$ cat config.mk
export PLATFORM = sky130hd
export DESIGN_NAME = gray_coordinate_line_parser
export DESIGN_NICKNAME = d
export VERILOG_FILES = /design/src/hdl/gclp_pkg.sv /design/src/hdl/gclp_emitter.sv /design/src/hdl/gray_coordinate_line_parser.sv
export SDC_FILE = /design/constraint.sdc
export NUM_CORES = 1
export LEC_CHECK = 0
export BUFFER_PORTS_ARGS = -buffer_cell sky130_fd_sc_hd__buf_2
export CAP_MARGIN = 10
export CORE_MARGIN = 2
export CORE_UTILIZATION = 53
export DETAILED_ROUTE_END_ITERATION = 7
export PLACE_DENSITY = 0.88
export SYNTH_ARGS = -nofsm -noshare
export SYNTH_HDL_FRONTEND = slang
export SYNTH_SLANG_ARGS = --single-unit
export TNS_END_PERCENT = 100
$ cat constraint.sdc
create_clock -name clk_i -period 6.7 [get_ports clk_i]
set_input_delay 0.335 -clock clk_i [delete_from_list [all_inputs] [get_ports clk_i]]
set_output_delay 0.335 -clock clk_i [all_outputs]
set_load 0.05 [all_outputs]
$ cat src/hdl/gclp_pkg.sv
// ----------------------------------------------------------------------------
// Gray coordinate line parser package
// Shared constants, codes, types and the hex digit decoder of the parser.
// ----------------------------------------------------------------------------
package gclp_pkg;

  // Default sizes, handed to the top level as parameter defaults.
  localparam int SENSORS_DEF    = 4;
  localparam int COORD_BITS_DEF = 16;

  // Fixed widths of the ports.
  localparam int BYTE_W       = 8;
  localparam int COORD_OUT_W  = 16;
  localparam int SENSOR_IDX_W = 2;
  localparam int APB_DATA_W   = 32;
  localparam int APB_ADDR_W   = 3;

  // Character codes of the line format.
  localparam logic [BYTE_W-1:0] CHAR_NEWLINE = 8'h0A;
  localparam logic [BYTE_W-1:0] CHAR_COLON   = 8'h3A;
  localparam logic [BYTE_W-1:0] CHAR_COMMA   = 8'h2C;
  localparam logic [BYTE_W-1:0] CHAR_NUL     = 8'h00;

  // Reset values of the axis letter registers.
  localparam logic [BYTE_W-1:0] X_LETTER_RST = 8'd88;
  localparam logic [BYTE_W-1:0] Y_LETTER_RST = 8'd89;

  // Where the parser stands within the current line.
  typedef enum logic [1:0] {
    PH_START  = 2'd0,
    PH_AXIS   = 2'd1,
    PH_FIELDS = 2'd2,
    PH_DONE   = 2'd3
  } line_phase_e;

  // Axis chosen by the first byte of the line.
  typedef enum logic [1:0] {
    AX_NONE = 2'd0,
    AX_X    = 2'd1,
    AX_Y    = 2'd2
  } line_axis_e;

  // Configuration register indexes.
  typedef enum logic [0:0] {
    REG_X_LETTER = 1'b0,
    REG_Y_LETTER = 1'b1
  } cfg_reg_e;

  // Control handed from the parser to the result emitter at a newline.
  typedef struct packed {
    logic load;
    logic axis_is_y;
  } snap_ctrl_t;

  // One decoded character: whether it is a hex digit, and its value.
  typedef struct packed {
    logic       is_hex;
    logic [3:0] value;
  } hex_digit_t;

  // Decode one byte as a hex digit of either case.
  function automatic hex_digit_t hex_decode(input logic [BYTE_W-1:0] c);
    hex_digit_t r;
    r.is_hex = 1'b1;
    case (c) inside
      [8'h30:8'h39]: r.value = 4'(c - 8'h30);
      [8'h61:8'h66]: r.value = 4'(c - 8'h57);
      [8'h41:8'h46]: r.value = 4'(c - 8'h37);
      default: begin
        r.is_hex = 1'b0;
        r.value  = 4'd0;
      end
    endcase
    return r;
  endfunction

endpackage

$ cat src/hdl/gclp_emitter.sv
// ----------------------------------------------------------------------------
// Gray coordinate result emitter
// Holds a snapshot of a finished line and sends one result per sensor through
// an output register, decoding each Gray field to binary on the way.
// ----------------------------------------------------------------------------
module gclp_emitter #(
  parameter int SENSORS    = gclp_pkg::SENSORS_DEF,
  parameter int COORD_BITS = gclp_pkg::COORD_BITS_DEF
) (
  input  logic                                    clk_i,
  input  logic                                    rst_ni,
  input  gclp_pkg::snap_ctrl_t                    snap_ctrl_i,
  input  logic [SENSORS-1:0]                      present_i,
  input  logic [SENSORS-1:0]                      overflow_i,
  input  logic [SENSORS-1:0][COORD_BITS-1:0]      gray_i,
  output logic                                    busy_o,
  output logic                                    axis_is_y_o,
  output logic [gclp_pkg::SENSOR_IDX_W-1:0]       sensor_index_o,
  output logic [gclp_pkg::COORD_OUT_W-1:0]        coordinate_o,
  output logic                                    field_missing_o,
  output logic                                    overflowed_o,
  output logic                                    last_o,
  output logic                                    out_valid_o,
  input  logic                                    out_ready_i
);

  localparam int IDX_W = (SENSORS > 1) ? $clog2(SENSORS) : 1;
  localparam logic [IDX_W-1:0] IDX_LAST = IDX_W'(SENSORS - 1);
  localparam int WIDE_W = (COORD_BITS > gclp_pkg::COORD_OUT_W) ?
                          COORD_BITS : gclp_pkg::COORD_OUT_W;

  // Snapshot of the line being emitted.
  logic [SENSORS-1:0]                 present_q;
  logic [SENSORS-1:0]                 ovf_q;
  logic [SENSORS-1:0][COORD_BITS-1:0] gray_q;
  logic                               axis_y_q;

  logic             busy_q;
  logic [IDX_W-1:0] idx_q;
  logic             out_valid_q;
  logic             advance;

  logic [COORD_BITS-1:0] sel_gray;
  logic [COORD_BITS-1:0] sel_bin;
  logic [WIDE_W-1:0]     value_wide;
  logic                  sel_present;
  logic                  sel_ovf;

  // A result moves into the output register when that register is free.
  assign advance = busy_q && (!out_valid_q || out_ready_i);

  // Gray to binary: every binary bit is the XOR of all Gray bits at or above it.
  always_comb begin
    sel_gray    = gray_q[idx_q];
    sel_present = present_q[idx_q];
    sel_ovf     = ovf_q[idx_q];
    for (int b = 0; b < COORD_BITS; b++) begin
      sel_bin[b] = ^(sel_gray >> b);
    end
    if (!sel_present) begin
      value_wide = '0;
    end else if (sel_ovf) begin
      value_wide = WIDE_W'({COORD_BITS{1'b1}});
    end else begin
      value_wide = WIDE_W'(sel_bin);
    end
  end

  // Snapshot registers, loaded at the newline.
  always_ff @(posedge clk_i) begin
    if (snap_ctrl_i.load) begin
      present_q <= present_i;
      ovf_q     <= overflow_i;
      gray_q    <= gray_i;
      axis_y_q  <= snap_ctrl_i.axis_is_y;
    end
  end

  // Emission sequencing and output valid.
  always_ff @(posedge clk_i or negedge rst_ni) begin
    if (!rst_ni) begin
      busy_q      <= 1'b0;
      idx_q       <= '0;
      out_valid_q <= 1'b0;
    end else begin
      if (snap_ctrl_i.load) begin
        busy_q <= 1'b1;
        idx_q  <= '0;
      end else if (advance) begin
        if (idx_q == IDX_LAST) begin
          busy_q <= 1'b0;
          idx_q  <= '0;
        end else begin
          idx_q <= idx_q + 1'b1;
        end
      end
      if (advance) begin
        out_valid_q <= 1'b1;
      end else if (out_ready_i) begin
        out_valid_q <= 1'b0;
      end
    end
  end

  // Output payload register.
  always_ff @(posedge clk_i) begin
    if (advance) begin
      axis_is_y_o     <= axis_y_q;
      sensor_index_o  <= gclp_pkg::SENSOR_IDX_W'(idx_q);
      coordinate_o    <= value_wide[gclp_pkg::COORD_OUT_W-1:0];
      field_missing_o <= !sel_present;
      overflowed_o    <= sel_present && sel_ovf;
      last_o          <= (idx_q == IDX_LAST);
    end
  end

  assign busy_o      = busy_q;
  assign out_valid_o = out_valid_q;

endmodule

$ cat src/hdl/gray_coordinate_line_parser.sv
// ----------------------------------------------------------------------------
// Gray coordinate line parser
// Parses serial text lines of Gray coded hex fields into binary coordinates.
// ----------------------------------------------------------------------------
// Usage:
// Bytes enter on rx_byte_i with in_valid_i / in_ready_o, one item per cycle
// while in_ready_o is high. A line starts with an axis letter, then a colon,
// then comma separated hex fields; a newline (0x0A) closes it.
// For a line with a known axis, the newline yields SENSORS result items on
// the out_* channel, one per cycle while the receiver does not stall; the first
// passes through the emitter's busy state and then its output register, and
// last_o marks the final one of the line.
// Parsing of the next line goes on while results drain; only a further
// newline is held off (in_ready_o low) until the previous line's results have
// all left the snapshot.
// When the receiver stalls, the output register holds its item and the
// snapshot waits; other bytes are still taken.
// Axis letters are set over the APB port (X at 0x0, Y at 0x4); the user must
// write them only while idle, which the block itself does not enforce. Reset
// clears the line state, the output valid and sets the letters to 'X' and 'Y'.
// ----------------------------------------------------------------------------
module gray_coordinate_line_parser #(
  parameter int SENSORS    = gclp_pkg::SENSORS_DEF,
  parameter int COORD_BITS = gclp_pkg::COORD_BITS_DEF
) (
  input  logic                                clk_i,
  input  logic                                rst_ni,
  // Configuration port
  input  logic                                psel,
  input  logic                                penable,
  input  logic                                pwrite,
  input  logic [gclp_pkg::APB_ADDR_W-1:0]     paddr,
  input  logic [gclp_pkg::APB_DATA_W-1:0]     pwdata,
  output logic [gclp_pkg::APB_DATA_W-1:0]     prdata,
  output logic                                pready,
  // Input channel
  input  logic [gclp_pkg::BYTE_W-1:0]         rx_byte_i,
  input  logic                                in_valid_i,
  output logic                                in_ready_o,
  // Result channel
  output logic                                axis_is_y_o,
  output logic [gclp_pkg::SENSOR_IDX_W-1:0]   sensor_index_o,
  output logic [gclp_pkg::COORD_OUT_W-1:0]    coordinate_o,
  output logic                                field_missing_o,
  output logic                                overflowed_o,
  output logic                                last_o,
  output logic                                out_valid_o,
  input  logic                                out_ready_i
);

  localparam int IDX_W = (SENSORS > 1) ? $clog2(SENSORS) : 1;
  localparam int FN_W  = $clog2(SENSORS + 1);
  localparam logic [FN_W-1:0] FN_MAX = FN_W'(SENSORS);

  // Configuration registers.
  logic [gclp_pkg::BYTE_W-1:0] x_letter_q;
  logic [gclp_pkg::BYTE_W-1:0] y_letter_q;
  gclp_pkg::cfg_reg_e          cfg_sel;
  logic                        cfg_we;

  // Line state.
  gclp_pkg::line_phase_e              phase_q, phase_d;
  gclp_pkg::line_axis_e               axis_q, axis_d;
  logic [FN_W-1:0]                    field_num_q, field_num_d;
  logic                               has_text_q, has_text_d;
  logic                               stopped_q, stopped_d;
  logic [SENSORS-1:0][COORD_BITS-1:0] gray_q, gray_d;
  logic [SENSORS-1:0]                 ovf_q, ovf_d;

  logic                  accept;
  logic                  is_nl;
  logic                  is_end;
  logic                  field_open;
  logic                  field_close;
  logic                  stop_eff;
  logic [IDX_W-1:0]      cur_idx;
  logic [COORD_BITS-1:0] cur_gray;
  gclp_pkg::hex_digit_t  hex;

  logic                  busy;
  logic                  count_inc;
  logic [FN_W-1:0]       count;
  logic [SENSORS-1:0]    present;
  gclp_pkg::snap_ctrl_t  snap_ctrl;

  // APB register access; writes complete in the access phase.
  assign pready  = 1'b1;
  assign cfg_we  = psel && penable && pwrite;
  assign cfg_sel = gclp_pkg::cfg_reg_e'(paddr[gclp_pkg::APB_ADDR_W-1]);

  always_ff @(posedge clk_i or negedge rst_ni) begin
    if (!rst_ni) begin
      x_letter_q <= gclp_pkg::X_LETTER_RST;
      y_letter_q <= gclp_pkg::Y_LETTER_RST;
    end else if (cfg_we) begin
      unique case (cfg_sel)
        gclp_pkg::REG_X_LETTER: x_letter_q <= pwdata[gclp_pkg::BYTE_W-1:0];
        gclp_pkg::REG_Y_LETTER: y_letter_q <= pwdata[gclp_pkg::BYTE_W-1:0];
        default: ;
      endcase
    end
  end

  always_comb begin
    unique case (cfg_sel)
      gclp_pkg::REG_X_LETTER: prdata = gclp_pkg::APB_DATA_W'(x_letter_q);
      gclp_pkg::REG_Y_LETTER: prdata = gclp_pkg::APB_DATA_W'(y_letter_q);
      default:                prdata = '0;
    endcase
  end

  // Input handshake: only a newline waits for the emitter to drain.
  assign is_nl      = (rx_byte_i == gclp_pkg::CHAR_NEWLINE);
  assign in_ready_o = !busy || !is_nl;
  assign accept     = in_valid_i && in_ready_o;
  assign is_end     = (rx_byte_i == gclp_pkg::CHAR_NUL) ||
                      (rx_byte_i == gclp_pkg::CHAR_COLON);
  assign hex        = gclp_pkg::hex_decode(rx_byte_i);

  // Current field slot.
  assign field_open  = (field_num_q < FN_MAX);
  assign field_close = has_text_q && field_open;
  assign cur_idx     = field_num_q[IDX_W-1:0];
  assign cur_gray    = gray_q[cur_idx];
  assign stop_eff    = has_text_q && stopped_q;

  // Line phase and axis: next state.
  always_comb begin
    phase_d = phase_q;
    axis_d  = axis_q;
    if (accept) begin
      if (is_nl) begin
        phase_d = gclp_pkg::PH_START;
        axis_d  = gclp_pkg::AX_NONE;
      end else begin
        unique case (phase_q)
          gclp_pkg::PH_START: begin
            if (rx_byte_i == x_letter_q && rx_byte_i != gclp_pkg::CHAR_NUL) begin
              axis_d = gclp_pkg::AX_X;
            end else if (rx_byte_i == y_letter_q &&
                         rx_byte_i != gclp_pkg::CHAR_NUL) begin
              axis_d = gclp_pkg::AX_Y;
            end else begin
              axis_d = gclp_pkg::AX_NONE;
            end
            phase_d = (axis_d == gclp_pkg::AX_NONE) ? gclp_pkg::PH_DONE
                                                    : gclp_pkg::PH_AXIS;
          end
          gclp_pkg::PH_AXIS: begin
            if (rx_byte_i == gclp_pkg::CHAR_NUL) begin
              phase_d = gclp_pkg::PH_DONE;
            end else if (rx_byte_i == gclp_pkg::CHAR_COLON) begin
              phase_d = gclp_pkg::PH_FIELDS;
            end
          end
          gclp_pkg::PH_FIELDS: begin
            if (is_end) begin
              phase_d = gclp_pkg::PH_DONE;
            end
          end
          gclp_pkg::PH_DONE: ;
          default: ;
        endcase
      end
    end
  end

  // Field gathering: hex digits shift into the current slot.
  always_comb begin
    field_num_d = field_num_q;
    has_text_d  = has_text_q;
    stopped_d   = stopped_q;
    gray_d      = gray_q;
    ovf_d       = ovf_q;
    if (accept) begin
      if (is_nl) begin
        field_num_d = '0;
        has_text_d  = 1'b0;
        stopped_d   = 1'b0;
        gray_d      = '0;
        ovf_d       = '0;
      end else if (phase_q == gclp_pkg::PH_FIELDS) begin
        if (is_end || rx_byte_i == gclp_pkg::CHAR_COMMA) begin
          if (field_close) begin
            field_num_d = field_num_q + 1'b1;
          end
          has_text_d = 1'b0;
          if (rx_byte_i == gclp_pkg::CHAR_COMMA) begin
            stopped_d = 1'b0;
          end
        end else begin
          has_text_d = 1'b1;
          stopped_d  = stop_eff;
          if (field_open && !stop_eff) begin
            if (!hex.is_hex) begin
              stopped_d = 1'b1;
            end else if (!ovf_q[cur_idx]) begin
              if (cur_gray[COORD_BITS-1 -: 4] != '0) begin
                gray_d[cur_idx] = '1;
                ovf_d[cur_idx]  = 1'b1;
              end else begin
                gray_d[cur_idx] = (cur_gray << 4) | COORD_BITS'(hex.value);
              end
            end
          end
        end
      end
    end
  end

  always_ff @(posedge clk_i or negedge rst_ni) begin
    if (!rst_ni) begin
      phase_q     <= gclp_pkg::PH_START;
      axis_q      <= gclp_pkg::AX_NONE;
      field_num_q <= '0;
      has_text_q  <= 1'b0;
      stopped_q   <= 1'b0;
      gray_q      <= '0;
      ovf_q       <= '0;
    end else begin
      phase_q     <= phase_d;
      axis_q      <= axis_d;
      field_num_q <= field_num_d;
      has_text_q  <= has_text_d;
      stopped_q   <= stopped_d;
      gray_q      <= gray_d;
      ovf_q       <= ovf_d;
    end
  end

  // At the newline, count the fields that arrived, including an open one.
  assign count_inc = (phase_q == gclp_pkg::PH_FIELDS || phase_q == gclp_pkg::PH_DONE) &&
                     field_close;
  assign count     = field_num_q + FN_W'(count_inc);

  always_comb begin
    for (int i = 0; i < SENSORS; i++) begin
      present[i] = (count > FN_W'(i));
    end
  end

  assign snap_ctrl.load      = accept && is_nl && (phase_q != gclp_pkg::PH_START) &&
                               (axis_q != gclp_pkg::AX_NONE);
  assign snap_ctrl.axis_is_y = (axis_q == gclp_pkg::AX_Y);

  // Result emission.
  gclp_emitter #(
    .SENSORS   (SENSORS),
    .COORD_BITS(COORD_BITS)
  ) u_emitter (
    .clk_i          (clk_i),
    .rst_ni         (rst_ni),
    .snap_ctrl_i    (snap_ctrl),
    .present_i      (present),
    .overflow_i     (ovf_q),
    .gray_i         (gray_q),
    .busy_o         (busy),
    .axis_is_y_o    (axis_is_y_o),
    .sensor_index_o (sensor_index_o),
    .coordinate_o   (coordinate_o),
    .field_missing_o(field_missing_o),
    .overflowed_o   (overflowed_o),
    .last_o         (last_o),
    .out_valid_o    (out_valid_o),
    .out_ready_i    (out_ready_i)
  );

endmodule
==> results.json <==
{
  "dpl_cell_area_sq_um": 9360,
  "endpoint_kind": "flip-flop",
  "mostFrequentLayoutCells": "edfxtp_1 (95), dfrtp_1 (90), a22o_1 (60)",
  "drive_above_1_share_pct": 25.4,
  "synth_edf_count": 95,
  "worstHoldStart": "pwdata[6]",
  "path_max_fanout": 20,
  "synthSimpleGateAreaFrac_pct": 5.19,
  "areaGrowthSynthToFinish_pct": 11.1,
  "grt.total_usage_pct": 20.9,
  "maxSlewHeadroom_pct": 21.7,
  "die_x_microns": 134,
  "drt_iter0_drc": 593,
  "synthAdderAreaFrac_pct": 2.09,
  "p_leak_nw": 4.25,
  "fin_crit_ns": 3.19,
  "rr_endpoint": "u_emitter.coordinate_o[0]$_SDFFCE_PN0P_",
  "hold_viol_final": 0,
  "ys_types": 61,
  "worstReg2RegStart": "u_emitter.idx_q[0]$_DFFE_PN0P_",
  "cts_buffer_depth": 2,
  "status": "finished clean",
  "yosysSeqAreaShare_pct": 58.9,
  "nNetsFinal": 730,
  "dp_hpwl_microns": 11600,
  "clk_latency_ns": 0.43,
  "synth_mux_area_share_pct": 11.4,
  "die_h_microns": 134,
  "min_to": "x_letter_q[6]$_DFFE_PN1P_",
  "setup_slack_ns": 3.51,
  "grt_max_degree": 82,
  "grt-ovfl-total": 0,
  "drv_slew": 0,
  "clkTransAtPathRegs_ns": 0.07,
  "design_area_sq_um": 9970,
  "pre_cts_slack_ns": 3.11,
  "final_common_cell": "edfxtp_1",
  "r2r_cells": 7,
  "rrSetupSlack_ns": 3.67,
  "cts_buffers": 17,
  "drt-total-wl_microns": 17800,
  "synth_compound_area_share_pct": 11.6,
  "drt-wirelength-per-cell_microns": 19.8,
  "ant_nets": 0,
  "worstSetupStartpointType": "primary input",
  "io_pins": 107,
  "post_cts_resized": 0,
  "cellPowerDensity_nw_per_um2": 321,
  "ys_ff_latch": 192,
  "cts_tree": "built",
  "fin_crit_sh_pct": 47.6,
  "cts.sinks": 192,
  "ys_warn_count": 0,
  "vias_per_cell": 6.11,
  "synth.avg_cell_area_sq_um": 14.6,
  "first_pass_iters": 4,
  "dieArea_sq_um": 18000,
  "fmax_mhz": 314,
  "maxCapViolCount": 0,
  "postSynthCellCount": 615,
  "holdPathStages": 2,
  "h-tree-depth": 4,
  "setup_tns_ns": 0,
  "io_buffers": 55,
  "drcViolationCount": 0,
  "grt_pass1_wl_microns": 28900,
  "synth_area_sq_um": 8980,
  "finClkSkew_ns": 0.00991,
  "rsz0062_at_grt": "no",
  "ir_worst_vdd_mv": 0.213,
  "coreArea_sq_um": 16600,
  "synth_ff_type": "edfxtp_1",
  "worst_ep_arrival_time_ns": 3.50,
  "synth_async_sr_flop_share_pct": 50.5,
  "antenna_found_initial": 0,
  "crit_type": "in -> reg",
  "setup_viol_count_final": 0,
  "n_antenna_cell": 0,
  "tightestPinTransition_ns": 1.17,
  "worstPathRequired_ns": 7.01,
  "row_count": 47,
  "synth-xor-area-share_pct": 6.26,
  "gp_congestion": 0.869,
  "hp-class": "in -> reg",
  "cts_root_buffer": "clkbuf_16",
  "synth_top_family_by_area": "compound AO/OA/AOI/OAI gates",
  "grt_pass1_vias": 5552,
  "routed-via-count": 5487,
  "start_util_pct": 54.1
}
==> what timing repair did <==
item | in CTS | in global routing
buffers inserted | 0 | 0
endpoints found under the setup margin | 0 | 0
hold buffers | 1 | 0
endpoints found under the hold margin | 16 | 0
==> worst max-delay path by stage <==
stage	endpoint	from	slack, ns
floorplan	u_emitter.axis_y_q$_DFFE_PN_	rx_byte_i[7]	1.49
global placement	gray_q[8]$_DFFE_PN0P_	rx_byte_i[7]	3.23
detailed placement	gray_q[0]$_DFFE_PN0P_	rx_byte_i[7]	3.11
CTS	gray_q[11]$_DFFE_PN0P_	rx_byte_i[7]	3.57
global route	gray_q[13]$_DFFE_PN0P_	rx_byte_i[7]	3.41
finish	gray_q[11]$_DFFE_PN0P_	rx_byte_i[7]	3.51
==> layout make-up <==
type,count,area [sq um]
Timing Repair Buffer,64,348
Tap cell,220,275
Sequential cell,192,5290
Fill cell,1167,6620
Clock inverter,13,160
Clock buffer,19,443
Multi-Input combinational cell,372,3390
Inverter,18,67.6
==> synthesized netlist by cell type, drive strengths merged (4+ instances only) <==
| master | number | share of area (%) |
|---|---|---|
| edfxtp | 95 | 32 |
| dfrtp | 90 | 25 |
| a22o | 60 | 5.9 |
| buf | 37 | 2.9 |
| mux4 | 29 | 7.4 |
| mux2 | 28 | 3.5 |
| a21oi | 27 | 1.5 |
| xor2 | 24 | 2.9 |
| nand2 | 21 | 0.88 |
| clkbuf | 19 | 0.79 |
| nor2 | 19 | 0.79 |
| inv | 18 | 0.75 |
| xnor2 | 17 | 2.3 |
| ha | 15 | 2.1 |
| o21a | 13 | 1.1 |
| o21ai | 12 | 0.84 |
| dfstp | 7 | 2.0 |
| nand3 | 7 | 0.39 |
| nand2b | 6 | 0.42 |
| nor4 | 6 | 0.42 |
| nand3b | 5 | 0.42 |
| nor3 | 5 | 0.28 |
| o2bb2ai | 5 | 0.49 |
| and2 | 4 | 0.28 |
| mux2i | 4 | 0.45 |
| o22ai | 4 | 0.28 |
| xnor3 | 4 | 1.0 |
==> registers in the layout (all words and copies together), names as in the netlist <==
name and cells:
u_emitter.field_missing_o 1, has_text_q 1, u_emitter.coordinate_o 16, axis_q 2, phase_q 2, u_emitter.out_valid_o 1
u_emitter.present_q 4, y_letter_q 8, u_emitter.overflowed_o 1, gray_q 64, u_emitter.last_o 1, ovf_q 4
u_emitter.gray_q 64, field_num_q 3, x_letter_q 8, u_emitter.sensor_index_o 2, u_emitter.ovf_q 4, u_emitter.busy_o 1
u_emitter.idx_q 2, u_emitter.axis_y_q 1, u_emitter.axis_is_y_o 1, stopped_q 1
==> critical path: stages <==
cell,delay (ns)
buf_2,0.14
or4_1,0.62
nor2_1,0.73
and3_1,0.40
a31o_2,0.49
o21ai_2,0.40
a22o_1,0.37
==> routing by layer <==
layer	track usage, %	part of all wire (%)	vias up
met3	5.90	7.9	47
met5	0	0	-
met4	8.25	2.6	0
li1	-	-	2405
met1	25.9	38	2750
met2	35.1	51	285
==> cells by family after synthesis <==
logic type               after synthesis
AO/OA/AOI/OAI                        138
XOR/XNOR                              45
adder cells (fa/ha/maj)               15
buffers and inverters                 74
flip-flops                           192
multiplexers                          61
other                                  2
AND/OR/NAND/NOR                       88
==> metrics by stage <==
step / instances / total power, W / utilization, % / hold slack, ns
2_1_floorplan: 638 / 0.00203 / - / 0.0394
3_3_place_gp: 865 / 0.00216 / 56.4 / 0.197
3_5_place_dp: 865 / 0.00219 / 56.4 / 0.204
4_1_cts: 898 / 0.00322 / 60.1 / 0.130
5_1_grt: 898 / 0.00333 / 60.1 / 0.141
6_report: 898 / 0.00320 / 60.1 / 0.153
==> where the power goes <==
| group | switching [W] | total [W] | internal, W |
|---|---|---|---|
| Clock | 0.000429 | 0.00103 | 0.000599 |
| Combinational | 0.000486 | 0.000789 | 0.000303 |
| Sequential | 0.0000483 | 0.00138 | 0.00133 |
| Total | 0.000964 | 0.00320 | 0.00224 |
No activity file was read; power rests on OpenSTA's default activity.
